==> config.mk <==
export PLATFORM = sky130hd
export DESIGN_NAME = bap_ctrl
export DESIGN_NICKNAME = d
export VERILOG_FILES = /design/src/sv/block_average_pixelate_core_assert.svh /design/src/sv/bap_pkg.sv /design/src/sv/bap_ctrl.sv
export SDC_FILE = /design/constraint.sdc
export NUM_CORES = 1
export LEC_CHECK = 0
export ABC_AREA = 0
export BUFFER_PORTS_ARGS = -buffer_cell sky130_fd_sc_hd__buf_2
export CORE_AREA = 2 2 39 41
export CTS_CLUSTER_SIZE = 14
export DETAILED_ROUTE_END_ITERATION = 8
export DIE_AREA = 0 0 41 43
export PLACE_DENSITY = 0.33
export RECOVER_POWER = 100
export SLEW_MARGIN = 10
export SYNTH_ARGS = -nofsm -noshare
export SYNTH_HDL_FRONTEND = slang
export SYNTH_SLANG_ARGS = --single-unit
==> constraint.sdc <==
create_clock -name clock -period 1.15 [get_ports clock]
set_input_delay 0.115 -clock clock [delete_from_list [all_inputs] [get_ports clock]]
set_output_delay 0.115 -clock clock [all_outputs]
set_load 0.02 [all_outputs]
==> src/sv/block_average_pixelate_core_assert.svh <==
// assertion macros for the block average pixelate core
`ifndef BLOCK_AVERAGE_PIXELATE_CORE_ASSERT_SVH
`define BLOCK_AVERAGE_PIXELATE_CORE_ASSERT_SVH
`ifndef ASSERT_OFF
`define BAP_ASSERT_IMPLY(label, clk, rst, ante, cons) \
   label: assert property (@(posedge clk) disable iff (rst) (ante) |-> (cons)) \
      else $error("assertion failed");
`define BAP_ASSERT_NEXT(label, clk, rst, ante, cons) \
   label: assert property (@(posedge clk) disable iff (rst) (ante) |=> (cons)) \
      else $error("assertion failed");
`else
`define BAP_ASSERT_IMPLY(label, clk, rst, ante, cons)
`define BAP_ASSERT_NEXT(label, clk, rst, ante, cons)
`endif
`endif

==> src/sv/bap_pkg.sv <==
// shared types, constants and sizes of the block average pixelate core
package bap_pkg;

   localparam int MAX_WIDTH  = 1024;
   localparam int MAX_HEIGHT = 1024;
   localparam int MAX_BLOCK  = 64;

   localparam int COL_W  = $clog2(MAX_WIDTH);
   localparam int ROW_W  = $clog2(MAX_HEIGHT);
   localparam int BIB_W  = $clog2(MAX_BLOCK);
   localparam int SUM_W  = $clog2(MAX_BLOCK * MAX_BLOCK * 255 + 1);
   localparam int AREA_W = $clog2(MAX_BLOCK * MAX_BLOCK + 1);
   localparam int DCNT_W = $clog2(SUM_W);

   localparam int BS_REG_W  = 7;
   localparam int DIM_REG_W = 11;
   localparam int CSR_IDX_W = 2;

   localparam logic [CSR_IDX_W-1:0] CSR_BLOCK_SIZE   = 2'd0;
   localparam logic [CSR_IDX_W-1:0] CSR_IMAGE_WIDTH  = 2'd1;
   localparam logic [CSR_IDX_W-1:0] CSR_IMAGE_HEIGHT = 2'd2;

   typedef struct packed {
      logic [7:0] red_in;
      logic [7:0] green_in;
      logic [7:0] blue_in;
   } bap_req_type;

   typedef struct packed {
      logic [9:0] block_column;
      logic [9:0] block_row;
      logic [7:0] red_average;
      logic [7:0] green_average;
      logic [7:0] blue_average;
      logic       frame_done;
   } bap_rsp_type;

   typedef struct packed {
      logic accept;
      logic update;
      logic div_step;
      logic load_out;
   } bap_cmd_type;

   typedef struct packed {
      logic emit;
      logic div_last;
      logic out_busy;
   } bap_status_type;

endpackage

==> src/sv/bap_ctrl.sv <==
// controller state machine of the block average pixelate core
module bap_ctrl import bap_pkg::*; (
   input  logic           clock,
   input  logic           reset,
   input  logic           req_valid,
   output logic           req_stall,
   input  bap_status_type status,
   output bap_cmd_type    cmd
);

   typedef enum logic [1:0] {S_IDLE, S_UPD, S_DIV, S_OUT} state_type;

   state_type state_ff, state_in;

   always_comb begin
      state_in = state_ff;
      cmd      = '0;
      case (state_ff)
         S_IDLE: begin
            cmd.accept = req_valid;
            if (req_valid) state_in = S_UPD;
         end
         S_UPD: begin
            cmd.update = 1'b1;
            state_in   = status.emit ? S_DIV : S_IDLE;
         end
         S_DIV: begin
            cmd.div_step = 1'b1;
            if (status.div_last) state_in = S_OUT;
         end
         S_OUT: begin
            if (!status.out_busy) begin
               cmd.load_out = 1'b1;
               state_in     = S_IDLE;
            end
         end
         default: state_in = S_IDLE;
      endcase
   end

   assign req_stall = (state_ff != S_IDLE);

   always_ff @(posedge clock) begin
      if (reset) begin
         state_ff <= S_IDLE;
      end else begin
         state_ff <= state_in;
      end
   end

endmodule

======== Word level (Yosys, flattened, before mapping) ========
Index checks and enable logic that the tools add are counted.
operators by class
  $add $sub $neg .......................... 0
  $mul .................................... 0
  div/mod/pow operators ................... 0
  magnitude comparators ................... 0
  equality and inequality tests ........... 6
  shifts and indexed selects .............. 0
  multiplexer cells ....................... 10
  bitwise operators ....................... 0
  reduce and logical (&&, ||, !) cells .... 3
operators with widths
  kind                                            number
  two-way mux 2 bit                               4
  one-hot mux 2 bit (4 select lines)              1
  != test 2 bit (second input constant)           3
  two-way mux 1 bit                               5
  == test 2 bit (second input constant)           2
  AND reduction 3 bit                             1
  == test 2 x 1 -> 1 bit (second input constant)  1
  logical NOT 2 bit                               1
  nonzero test 2 bit                              1
word-level totals
  register bits after elaboration ......... 2
  bits in latches ......................... 0
  bits in writable memories ............... 0
  bits in read-only memories .............. 0
  bits of input ports ..................... 6
  word-level logic and storage cells ...... 20
  memories kept ........................... 0

======== Longest topological paths before layout ========
Gate-level depths: netlist of the first run.
  word-level depth ........................ 3
  mapped depth ............................ 3
  depth with buffers taken out ............ 3

======== Worst setup path after synthesis of the first run ========
OpenSTA, ideal clock, no wires.
  path kind ............................... flip-flop to flip-flop
  from .................................... register (tool-made name)
  to ...................................... register state_ff[0]
  library setup time ...................... 66 ps
  data arrival time ....................... 1090 ps
  setup slack ............................. -7 ps
  cell stages (with the launch flop) ...... 4
  path buffers ............................ 0
  clock period less this slack ............ 1157 ps
  cell sequence ........................... dfxtp_1 nor3b_1 a21oi_1 nor2_1
RTL lines
  what                  RTL line        text
  to (signal assigned)  bap_ctrl.sv:47  state_ff <= state_in;
  to (decl)             bap_ctrl.sv:13  state_type state_ff, state_in;

==> metrics.cfg, run 1 <==
[drt]
finalWirelength_um = 407
detailedRoute.firstPassIterationCount = 2
post_drt_via_cell_ratio = 3.38
final_antenna_net_count = 0
drt_iter0_markers = 2
route.detailed.drc = 0
detailroute.via_count = 152
detail_route.wl_per_cell_um = 9.04

[floorplan]
fp.coreArea_um2 = 1380
ioPinCount = 11
floorplan.die_area_um2 = 1760
die_height_um = 43
die_width_um = 41
fp-row-count = 14
start_util_pct = 8.05

[setup_path]
critPathSlowestCell = dfxtp_4
worst_ep_required_time_ns = 1.03
critical_path.startpoint_type = register
worstSetupEndpointType = output port
cp_data_arrival_time_ns = 1.06
timing.critical_path.cells = or2b_1 -> nor2_1 -> buf_4
worstPathMaxFanout = 4
timing.setup.critical_path_class = reg2out
timing.critical_path.slowest_cell_delay_ns = 0.35

[global_routing]
grt_max_degree = 7
grt_first_pass_wirelength_um = 621
gr-usage-all-layers_pct = 5.91
grt_overflow = 0
antenna_found_initial = 0
grt_pass1_vias = 171

[synth]
synth_top_cell_by_area = dfxtp_1
muxShareOfSynthArea_pct = 10.1
synthesis.area_um2 = 111
synth.avg_cell_area_um2 = 7.95
ys_seq_area_share_pct = 36.0
synth_simple_gate_area_share_pct = 39.3
yosys.area_share.xor_xnor_pct = 0
synth_compound_gate_area_share_pct = 11.2
synth_top_family_by_area = simple AND/OR/NAND/NOR gates
synth_fa_ha_area_share_pct = 0
yosys_warnings = 0
synth-seq-cells = 2
synth.distinct_cells = 10
mappedNetlistNets = 20
ys_top_cells_by_area = dfxtp_1 36%, nor2_1 13%, mux2_1 10%
synthesis.instances = 14
netlist.area_leader.share_pct = 36.0

[cts]
cts_tree = done
clkSinkCount = 2
insertion_delay_ns = 0.22
cts_hold_buffers = 0
h-tree-depth = 1
cts_root_buf = clkbuf_4
clock_path_buffers = 2
cts.reportedPaths.clkPinSlew_ns = 0.03
cts_made_buffers = 3

[place]
postPlaceCellArea_um2 = 186
place_congestion = 0.599
dp_cells = 40
placement.io_buffers = 10

[finish]
layout.nets = 37
layout_common_cells = 6 x buf_2, 4 x nor2_1, 3 x clkbuf_4, 3 x buf_4, 2 x buf_6
share_of_post_route_cells_with_drive_strength_above_1_pct = 62.1
layout-area-overhead-vs-synth_pct = 119
layoutNonFillerInstCount = 45
diodes = 0
multi_input_comb_area_um2 = 72.6
final_common_cell = buf_2
finish.instance_area_um2 = 244
fill_cell_total_of_the_finished_layout = 156
seqCellArea_um2 = 45.0
layout.core_utilization_pct = 17.6

[power_and_ir_drop]
irDropWorstVdd_uv = 383
power.static_leakage_nw = 0.119
total_power_w = 0.000318
pd_cells_nw_per_um2 = 1300

[run]
maxcap_viol_count = 0

[timing]
setup_slack_ns = -0.0224
hold_ws_ns = 0.0521
timing_max_transition_violations_final = 0
unrepaired_setup_endpoints_after_global_routing = yes
number_of_endpoints_failing_setup_at_the_final_stage = 2
final_critical_delay_including_setup_and_external_delays_ns = 1.17
maxSlewHeadroom_pct = 87.7
finalCritPeriodShare_pct = 102
timing_hold_violations_final = 0
fmaxAchievable_mhz = 853
clock-skew-final_ns = 0.000438
worst_pin_slew_ns = 0.183

[status]
result_of_the_run = finished, violations left
failed_checks = negative setup slack

[min_path]
worst_hold_path_type = in2reg

[layer usage]
metal / share of wire, % / global-route usage [%]
met1: 50 / 7.67
met4: 0 / 8.00
met3: 14 / 3.66
met5: 0 / 0
met2: 36 / 5.00
[what timing repair did]
action,in CTS,in global routing
pin swaps,1,1
setup buffers,2,0
gates resized for setup,3,6
endpoints found under the setup margin,1,5
[synthesized netlist by cell type]
cell and n:
nor2_1 4, dfxtp_1 2, a21oi_1 1, a22oi_1 1, and2b_1 1, inv_1 1, mux2_1 1, nor3b_1 1
or2_1 1, or2b_1 1
[cells by family (layout without fill, tap and decap cells)]
kind of cell | Yosys count | count (layout)
mux | 1 | 1
flops | 2 | 2
compound gates | 2 | 2
simple gates | 8 | 8
buf+inv | 1 | 16
[worst max-delay path, delay by kind of cell (launching register included)]
family / cells / cell delay [ns]
DFF: 1 / 0.35
and+or+nand+nor: 2 / 0.34
buffers and inverters: 1 / 0.15
[per-stage QoR]
stage,setup TNS (ns),setup slack (ns)
detailed placement,0,0.111
global placement,0,0.127
finish,-0.0330,-0.0224
floorplan,0,0.121
CTS,-0.0952,-0.0589
global route,-0.139,-0.0773
[worst paths after layout]
check	from	endpoint	slack, ns	cells after the start
worst max-delay path	state_ff[0]	cmd[0]	-0.02	3
worst min-delay path	reset	state_ff[0]	0.05	2
worst max register to register	state_ff[0]	state_ff[0]	0.08	4
worst min register to register	register	state_ff[0]	0.55	2
[power breakdown]
group | internal (W) | switching (W)
Clock | 0.000115 | 0.0000427
Sequential | 0.0000750 | 0.00000635
Combinational | 0.0000410 | 0.0000373
[layout make-up]
| cell class | count | share of cell area (%) |
|---|---|---|
| repair buffers | 12 | 32.8 |
| inverters | 1 | 1.54 |
| multi-input cells | 11 | 29.7 |
| clock buffers | 3 | 9.23 |
| flip-flops and latches | 2 | 18.5 |
| well taps | 16 | 8.21 |
Power figures use the tool's default switching activity.
==> inputs of run 2 (changes only) <==
--- a/config.mk
+++ b/config.mk
@@ -12,7 +12,6 @@
 export DETAILED_ROUTE_END_ITERATION = 8
 export DIE_AREA = 0 0 41 43
 export PLACE_DENSITY = 0.33
-export RECOVER_POWER = 100
 export SLEW_MARGIN = 10
 export SYNTH_ARGS = -nofsm -noshare
 export SYNTH_HDL_FRONTEND = slang
==> run 2 against run 1 <==
The flow still finishes with violations (negative setup slack); via count did not move; wire length rose by 0.25%; global-route usage did not move; critical path depth did not move; die area did not move; count of clock-buffer cells in the layout did not move; sequential power barely moved; clock skew barely moved; final cell count did not move; worst setup slack barely moved; power rose by 0.63%; critical endpoint unchanged.
==> metrics.cfg, run 2 (synthesis results as in run 1) <==
[cts]
cts_tree = done
cts.reportedPaths.clkPinSlew_ns = 0.03  ; about the same
cts_hold_buffers = 0  ; unchanged
clock_path_buffers = 2  ; unchanged
clkSinkCount = 2  ; unchanged
cts_made_buffers = 3  ; unchanged
insertion_delay_ns = 0.22  ; about the same
cts_root_buf = clkbuf_4
h-tree-depth = 1  ; unchanged

[timing]
number_of_endpoints_failing_setup_at_the_final_stage = 2  ; unchanged
hold_ws_ns = 0.0520  ; -0.0000958 ns
timing_max_transition_violations_final = 0  ; unchanged
clock-skew-final_ns = 0.000488  ; +0.0000503 ns
maxSlewHeadroom_pct = 86.9  ; -0.84 points
timing_hold_violations_final = 0  ; unchanged
final_critical_delay_including_setup_and_external_delays_ns = 1.17  ; +0.0000691 ns
setup_slack_ns = -0.0225  ; -0.0000691 ns
finalCritPeriodShare_pct = 102  ; about the same
unrepaired_setup_endpoints_after_global_routing = yes
fmaxAchievable_mhz = 853  ; about the same
worst_pin_slew_ns = 0.196  ; +0.0126 ns

[power_and_ir_drop]
pd_cells_nw_per_um2 = 1300  ; -0.39%
irDropWorstVdd_uv = 383  ; about the same
power.static_leakage_nw = 0.120  ; +1.2%

[setup_path]
worst_ep_required_time_ns = 1.03  ; about the same
worstSetupEndpointType = output port
worstPathMaxFanout = 4  ; unchanged
critical_path.startpoint_type = register
timing.setup.critical_path_class = reg2out
cp_data_arrival_time_ns = 1.06  ; about the same

[place]
place_congestion = 0.599  ; unchanged
dp_cells = 40  ; unchanged
placement.io_buffers = 10  ; unchanged

[finish]
fill_cell_total_of_the_finished_layout = 156  ; unchanged
share_of_post_route_cells_with_drive_strength_above_1_pct = 62.1  ; unchanged
seqCellArea_um2 = 45.0  ; unchanged
multi_input_comb_area_um2 = 72.6  ; unchanged
final_common_cell = buf_2
layout_common_cells = 6 x buf_2, 4 x nor2_1, 4 x buf_4
layout.nets = 37  ; unchanged
layout-area-overhead-vs-synth_pct = 121
diodes = 0  ; unchanged
layoutNonFillerInstCount = 45  ; unchanged

[status]
result_of_the_run = finished, violations left
failed_checks = negative setup slack

[drt]
final_antenna_net_count = 0  ; unchanged
drt_iter0_markers = 2  ; unchanged
detail_route.wl_per_cell_um = 9.07  ; +0.25%
post_drt_via_cell_ratio = 3.38  ; unchanged
detailedRoute.firstPassIterationCount = 2  ; unchanged
finalWirelength_um = 408  ; +0.25%
route.detailed.drc = 0  ; unchanged
detailroute.via_count = 152  ; unchanged

[global_routing]
gr-usage-all-layers_pct = 5.91  ; unchanged
grt_pass1_vias = 171  ; unchanged
antenna_found_initial = 0  ; unchanged
grt_max_degree = 7  ; unchanged
grt_overflow = 0  ; unchanged
grt_first_pass_wirelength_um = 621  ; unchanged

[floorplan]
start_util_pct = 8.05  ; unchanged
fp-row-count = 14  ; unchanged
die_height_um = 43  ; unchanged
die_width_um = 41  ; unchanged
floorplan.die_area_um2 = 1760  ; unchanged
ioPinCount = 11  ; unchanged
fp.coreArea_um2 = 1380  ; unchanged

[min_path]
worst_hold_path_type = in2reg

[run]
maxcap_viol_count = 0  ; unchanged

-- run 2: cell types whose count changed in the layout (fill, tap and decap cells not counted), sizes merged --
cell    before  now
buf         11   12
clkbuf       4    3
-- run 2: final timing paths --
path	from	to	slack, ns	cells past startpoint
hold reg to reg	register	state_ff[0]	0.55	2
setup / recovery	state_ff[0]	cmd[0]	-0.02	3
setup reg to reg	state_ff[0]	state_ff[0]	0.08	4
hold / removal	reset	state_ff[0]	0.05	2
-- run 2: layer usage --
metal	vias to the layer above	wire [um]	part of all wire, %	track usage, %
li1	76	-	-	-
met1	65	205	50	7.67
met2	11	145	36	5.00
met3	0	57	14	3.66
met4	0	0	0	8.00
met5	-	0	0	0
-- run 2: where the power goes --
part           internal [W]  switching (W)
sequential        0.0000750     0.00000635
clock              0.000115      0.0000428
combinational     0.0000429      0.0000373
total              0.000233      0.0000864
-- run 2: worst max-delay path, stage by stage, from the launching register on --
cell	delay (ns)
dfxtp_4	0.35
or2b_1	0.24
nor2_1	0.10
buf_4	0.15
-- run 2: repair_timing --
action,CTS,global route
pin swaps,1,1
resized for setup,3,6
endpoints found under the setup margin,1,5
setup buffers,2,0
-- run 2: through the flow --
stage	total power [W]	worst slack [ns]	utilization, %	setup TNS, ns	instance area, um^2
3_3_place_gp	0.000143	0.127	13.5	0	186
6_report	0.000320	-0.0225	17.8	-0.0331	246
2_1_floorplan	0.000119	0.121	-	0	116
5_1_grt	0.000342	-0.0773	17.8	-0.137	246
4_1_cts	0.000318	-0.0589	16.6	-0.0952	230
3_5_place_dp	0.000144	0.111	13.5	0	186
-- run 2: layout make-up --
type                            count  share of cell area (%)
Timing Repair Buffer               12                    33.5
Tap cell                           16                    8.12
Multi-Input combinational cell     11                    29.4
Inverter                            1                    1.52
Sequential cell                     2                    18.3
Clock buffer                        3                    9.14
